File: config.mk
export PLATFORM = sky130hd
export DESIGN_NAME = pote_ram
export DESIGN_NICKNAME = d
export VERILOG_FILES = /design/src/hw/rtl/pote_ram.sv
export SDC_FILE = /design/constraint.sdc
export NUM_CORES = 1
export LEC_CHECK = 0
export BUFFER_PORTS_ARGS = -buffer_cell sky130_fd_sc_hd__buf_2
export CAP_MARGIN = 15
export CORE_UTILIZATION = 40
export DETAILED_ROUTE_END_ITERATION = 8
export GPL_TIMING_DRIVEN = 1
export HOLD_SLACK_MARGIN = 0.02
export SLEW_MARGIN = 20
export SYNTH_ARGS = -nofsm -noshare
export SYNTH_HDL_FRONTEND = slang
export SYNTH_SLANG_ARGS = --single-unit
File: constraint.sdc
create_clock -name i_clk -period 1.7 [get_ports i_clk]
set_input_delay 0.17 -clock i_clk [delete_from_list [all_inputs] [get_ports i_clk]]
set_output_delay 0.17 -clock i_clk [all_outputs]
set_load 0.03 [all_outputs]
File: src/hw/rtl/pote_ram.sv
`timescale 1ns / 1ps
// ----------------------------------------------------------------------------
// pote_ram
// Generic simple dual-port RAM: one write port, one read port, registered read.
// ----------------------------------------------------------------------------
module pote_ram #(
    parameter int unsigned WIDTH = 8,
    parameter int unsigned DEPTH = 16
) (
    input  logic                     i_clk,
    input  logic                     i_we,
    input  logic [$clog2(DEPTH)-1:0] i_waddr,
    input  logic [WIDTH-1:0]         i_wdata,
    input  logic                     i_re,
    input  logic [$clog2(DEPTH)-1:0] i_raddr,
    output logic [WIDTH-1:0]         o_rdata
);

    logic [WIDTH-1:0] r_mem [DEPTH];
    logic [WIDTH-1:0] r_rdata;

    // Write port
    always_ff @(posedge i_clk) begin
        if (i_we) begin
            r_mem[i_waddr] <= i_wdata;
        end
    end

    // Registered read port
    always_ff @(posedge i_clk) begin
        if (i_re) begin
            r_rdata <= r_mem[i_raddr];
        end
    end

    assign o_rdata = r_rdata;

endmodule

[Word-level counts from Yosys, hierarchy flattened]
Memories as Yosys holds them, arrays and structs flattened. A register that Yosys moved wholly into a read port is not among the register bits.
Index checks and enable logic that the tools add are counted.
Storage, ports and cells
  register bits: 0
  bits in writable memories: 128
  input bits: 19
  logic and storage cells: 3
  memories: 1
  output and inout port bits: 8
Memories
  r_mem: words 16, bits a word 8, rd ports 1, clocked after memory_dff 1, write ports 1, RTL line 19  | logic [WIDTH-1:0] r_mem [DEPTH];
Cells by class
  multiplexer cells: 2
Operators with widths (count)
  $mux W1: 2

[Logic depth before layout (Yosys ltp)]
Gate-level depths: netlist of run 1.
  depth after elaboration: 2
  mapped depth: 5
  mapped depth without buffers: 3

[Worst setup path before layout of run 1]
No wires, ideal clock.
  path type: in2reg
  start: in i_waddr[2]
  end: mem r_mem[0][0] (enable)
  arrival time: 1280 ps
  required time: 1317 ps
  library setup time: 383 ps
  path buffers: 0
  path slack: 37 ps
  cell stages on the path: 2
  cell sequence: or3b_2 nor3_1
RTL lines
  start, declared: RTL line 12  | input logic [$clog2(DEPTH)-1:0] i_waddr,
  end, declared: RTL line 19
Straight into the memory's write port.

==> impl_metrics.json, run 1 <==
{
  "status": "completed",
  "cp.required_ns": 1.83,
  "slowest_delay_ns": 0.50,
  "startpoint_type": "flop",
  "hpwl_mm": 6.62,
  "syn-instance-count": 229,
  "die_w_um": 116,
  "antenna_found_initial": 0,
  "synth_cell_types": 18,
  "grt_pass1_vias": 2596,
  "syn_area_per_cell_um2": 22.8,
  "io_buffers": 26,
  "grt_max_degree": 23,
  "holdWs_ns": 0.144,
  "rr_endpoint": "o_rdata[4]",
  "hold_class": "in2reg",
  "seq_area_frac_synth_pct": 78.1,
  "rows": 41,
  "synth-seq-cells": 136,
  "max_freq_mhz": 638,
  "multi_input_area_um2": 1060,
  "grt_pass1_wl_mm": 16.0,
  "min_to": "r_mem[4][3]",
  "cts_tree": "done",
  "reg2reg_from": "r_mem[8][4]",
  "cts_buffers": 17,
  "vias_per_cell": 5.29,
  "clock_latency_ns": 0.40,
  "path_class": "reg2reg",
  "post_cts_buffers": 0,
  "dieArea_um2": 13500,
  "synth_simple_gate_area_share_pct": 3.14,
  "drt-initial-drc-count": 243,
  "fin_setup_tns_ns": 0,
  "min_period_over_period_pct": 92.2,
  "cp.arrival_ns": 1.70,
  "grt_overflow": 0,
  "clockBufferDepth": 2,
  "post-route-min-period_ns": 1.57,
  "min_from": "i_wdata[3]",
  "grtUsageTotal_pct": 17.4,
  "path_buf_inv": 0,
  "yosys_warnings": 0,
  "coreArea_um2": 12700,
  "synthAdderAreaFrac_pct": 0,
  "root_buffer": "clkbuf_16",
  "cp_slowest_cell": "mux4_1",
  "fin_skew_ns": 0.00747,
  "drv_cap": 0,
  "r2r_cells": 3,
  "path_cells": "mux4_1 -> a22oi_1 -> nand2_1",
  "cts.repair.resized": 0,
  "synth-main-ff-cell": "edfxtp_1",
  "ctsHoldBuffers": 0,
  "relSlewSlack_pct": 71.6,
  "crit_path_max_fanout": 1,
  "wl_per_cell_um": 22.0,
  "drt-total-wl_mm": 10.5,
  "worst_slack_ns": 0.133,
  "synthXorXnorAreaFrac_pct": 0,
  "areaGrowthSynthToFinish_pct": 21.2,
  "synth_fp_nets": 248,
  "crit_path_end_kind": "flop",
  "synth_top_family_by_area": "multiplexers",
  "power_mw": 7.79,
  "power_density_nw_per_um2": 1230,
  "cts.clk_slew.worst_paths_ns": 0.06,
  "htree_levels": 4,
  "cts.sinks": 136,
  "synth.area.mux_share_pct": 14.8,
  "dr.pass1.iters": 4,
  "peakVddDrop_mv": 0.655,
  "vias": 2516,
  "io_pins": 27,
  "seq_area_um2": 4080,
  "cellLeakagePower_nw": 2.15,
  "drtAntennaViolNets": 0,
  "min_path_cells": 1,
  "path_delay_family": "multiplexers",
  "netlist_area_um2": 5230,
  "tightest_slew_ns": 0.426,
  "fillers": 1030,
  "post-place-ws_ns": -0.102,
  "nets": 312,
  "synth_compound_area_share_pct": 2.30,
  "setup_viol": 0,
  "num_antenna_cells": 0,
  "drc": 0,
  "regToRegSetupSlack_ns": 0.13,
  "hold_viol": 0,
  "start_util_pct": 41.3,
  "rsz0062_at_grt": "no",
  "maxSlewViolCount": 0,
  "dieHeight_um": 116,
  "drive_above_1_share_pct": 33.9,
  "synth_async_sr_flop_share_pct": 0,
  "gp_congestion": 0.686,
  "synth_edf_count": 136
}
worst reg2reg max path, cell delays in order, from the launching register on:
cell and delay [ns]:
edfxtp_1 0.36, mux4_1 0.50, a22oi_1 0.33, nand2_1 0.11
flip-flops by register name, summed over array words and instances, names as in the netlist:
signal   count
r_mem      128
o_rdata      8
through the flow:
stage	cells	instance area, µm²	util [%]
floorplan	229	5230	-
global placement	446	5750	45.4
detailed placement	446	5750	45.4
CTS	476	6340	50.0
global route	476	6340	50.0
finish	476	6340	50.0
power by group:
part           switching [mW]  leakage (nW)  internal [mW]
sequential             0.0186          1.24           3.78
combinational           0.236         0.643          0.166
clock                    1.31         0.274           2.28
total                    1.56          2.15           6.22
worst max-delay path by stage:
stage	start	endpoint	cells after the start	slack (ns)
after floorplan	i_waddr[2]	r_mem[0][0]	2	0.04
after CTS	r_mem[8][4]	o_rdata[4]	3	0.13
after global placement	i_raddr[0]	o_rdata[1]	5	-0.08
after detailed placement	i_raddr[0]	o_rdata[1]	5	-0.10
final	r_mem[8][4]	o_rdata[4]	3	0.13
after global routing	r_mem[5][1]	o_rdata[1]	3	0.10
area by class of cell:
cell class | count | share of cell area, %
Clock buffer | 17 | 6.71
Sequential cell | 136 | 64.5
Clock inverter | 13 | 2.47
Multi-Input combinational cell | 83 | 16.7
Timing Repair Buffer | 55 | 6.28
Tap cell | 172 | 3.40
layer usage:
layer  track usage (%)  routed length (µm)  vias up
met3              4.88                 526        8
met4              5.90                 100        0
li1                  -                   -     1109
met5                 0                   0        -
met1              24.4                4900     1316
met2              26.2                4950       83
Yosys cell counts, drive strengths merged (2+ instances only):
cell type      instances  area share [%]
nor3                   4            0.38
a22oi                 16             2.3
nor2                  13            0.93
buf                    7             1.1
nand2b                 2            0.24
edfxtp               136              78
nand2                  9            0.65
mux4                  32              15
nand3b                 2            0.29
clkdlybuf4s25          3            0.57
cell usage in the layout, fill, tap and decap left out:
cell type,n
buf_4,25
and2_1,1
bufinv_16,3
buf_2,26
clkbuf_16,17
clkinvlp_4,4
nand2b_1,2
clkinv_4,1
edfxtp_1,136
and2b_1,1
mux4_1,14
mux4_2,18
or3b_2,1
buf_12,4
nor2b_1,1
inv_6,1
nand3_1,1
nand3b_1,2
nand2_1,9
clkinv_2,3
nor2_1,13
clkinv_1,1
nor3_1,4
a22oi_1,16
cell families (layout without fill, tap and decap cells):
logic type | after synthesis | after routing
mux | 32 | 32
flops | 136 | 136
simple gates | 35 | 35
buf+inv | 10 | 85
compound gates | 16 | 16
(Power assumes the default switching activity.)
==> run 2, diff against run 1 <==
--- a/config.mk
+++ b/config.mk
@@ -5,7 +5,7 @@
 export SDC_FILE = /design/constraint.sdc
 export NUM_CORES = 1
 export LEC_CHECK = 0
-export BUFFER_PORTS_ARGS = -buffer_cell sky130_fd_sc_hd__buf_2
+export BUFFER_PORTS_ARGS = -buffer_cell sky130_fd_sc_hd__clkbuf_2
 export CAP_MARGIN = 15
 export CORE_UTILIZATION = 40
 export DETAILED_ROUTE_END_ITERATION = 8
==> impl_metrics.json, run 2 (synthesized netlist as in run 1, its figures left out) <==
{
  "status": "completed",
  "rows": 41,
  "crit_path_end_kind": "flop",
  "final_cell_count_no_fill": 481,
  "gp_congestion": 0.725,
  "dieArea_um2": 13500,
  "cp.arrival_ns": 1.69,
  "setup_viol": 0,
  "drc": 0,
  "grt_use_met3_pct": 4.05,
  "placed_cells": 450,
  "grt_pass1_vias": 2625,
  "cp_slowest_cell": "mux4_1",
  "min_period_over_period_pct": 90.0,
  "post-route-min-period_ns": 1.53,
  "vias_per_cell": 5.19,
  "wl_per_cell_um": 21.3,
  "hold_class": "in2reg",
  "fin_setup_tns_ns": 0,
  "r2r_cells": 3,
  "crit_end": "o_rdata[1]",
  "grt_max_degree": 23,
  "top_usage_layer": "met2",
  "rr_endpoint": "o_rdata[1]",
  "holdWs_ns": 0.179,
  "crit_path_max_fanout": 1,
  "regMostFlops": "r_mem",
  "rsz0062_at_grt": "no",
  "peakVddDrop_mv": 0.826,
  "areaGrowthSynthToFinish_pct": 20.8,
  "io_buffers": 26,
  "root_buffer": "clkbuf_16",
  "met2_usage_pct": 26.5,
  "slowest_delay_ns": 0.53,
  "drv_cap": 0,
  "cts_buffers": 17,
  "dr.pass1.iters": 4,
  "dieHeight_um": 116,
  "reg2reg_from": "r_mem[0][1]",
  "io_pins": 27,
  "cp.required_ns": 1.86,
  "power_density_nw_per_um2": 1200,
  "ctsHoldBuffers": 0,
  "cts_tree": "done",
  "clockBufferDepth": 2,
  "drtAntennaViolNets": 0,
  "post_cts_buffers": 0,
  "coreArea_um2": 12700,
  "antenna_found_initial": 0,
  "htree_levels": 4,
  "grt_overflow": 0,
  "hpwl_mm": 6.64,
  "path_class": "reg2reg",
  "grtUsageTotal_pct": 17.5,
  "cts.clk_slew.worst_paths_ns": 0.06,
  "maxSlewViolCount": 0,
  "path_cells": "mux4_1 -> a22oi_1 -> nand2_1",
  "startpoint_type": "flop",
  "grt_pass1_wl_mm": 15.8,
  "max_freq_mhz": 654,
  "tightest_slew_ns": 0.406,
  "regToRegSetupSlack_ns": 0.17,
  "cp-startpoint": "r_mem[0][1]",
  "nets": 316,
  "start_util_pct": 41.3,
  "cts.repair.resized": 0,
  "drive_above_1_share_pct": 33.3,
  "hold_viol": 0,
  "grt_use_met1_pct": 24.0,
  "largest_reg_flops": 128,
  "vias": 2495,
  "num_antenna_cells": 0,
  "fin_skew_ns": 0.00472,
  "final_cell_mix": "edfxtp_1 (136), buf_4 (30), clkbuf_2 (26)",
  "layout_commonest_cell": "edfxtp_1",
  "power_mw": 7.58,
  "die_w_um": 116,
  "cellLeakagePower_nw": 2.16,
  "relSlewSlack_pct": 72.9,
  "drt-initial-drc-count": 190,
  "drt-total-wl_mm": 10.2,
  "cts.sinks": 136,
  "clock_latency_ns": 0.41,
  "final_util_pct": 49.8
}
==> run 2: critical path: cells and delay by family, from the launching register on <==
| family | cells | cell delay [ns] |
|---|---|---|
| compound gates | 1 | 0.30 |
| flops | 1 | 0.37 |
| mux | 1 | 0.53 |
| simple gates | 1 | 0.08 |
==> run 2: per-layer routing <==
layer / wire length, µm / part of all wire (%)
met1: 4740 / 46
met2: 4900 / 48
met3: 407 / 4.0
met4: 196 / 1.9
met5: 0 / 0
==> run 2: power by group <==
part           switching (mW)  total [mW]  internal, mW
registers              0.0189        3.80          3.78
clock network            1.27        3.38          2.11
logic                   0.231       0.397         0.167
==> run 2: worst min-delay path by stage <==
stage | depth (start not counted) | startpoint | to | slack, ns
after detailed placement | 1 | i_re | o_rdata[1] | 0.60
after global routing | 1 | i_re | o_rdata[2] | 0.18
after CTS | 1 | i_re | o_rdata[2] | 0.16
after floorplan | 0 | i_wdata[0] | r_mem[0][0] | 0.27
final | 1 | i_re | o_rdata[2] | 0.18
after global placement | 1 | i_re | o_rdata[1] | 0.59
==> run 2: stage by stage <==
stage          worst slack [ns]  cell area (µm²)
6_report                  0.170             6310
3_5_place_dp            -0.0663             5770
5_1_grt                  0.0966             6310
2_1_floorplan            0.0371             5230
4_1_cts                   0.174             6310
3_3_place_gp            -0.0660             5770
==> run 2: final cells by class <==
cell class	instances	area, µm²
sequential	136	4080
clock buffer	19	433
tap	172	215
fill	1033	6360
multi-input combinational	83	1060
clock inverter	12	110
timing repair buffer	59	415
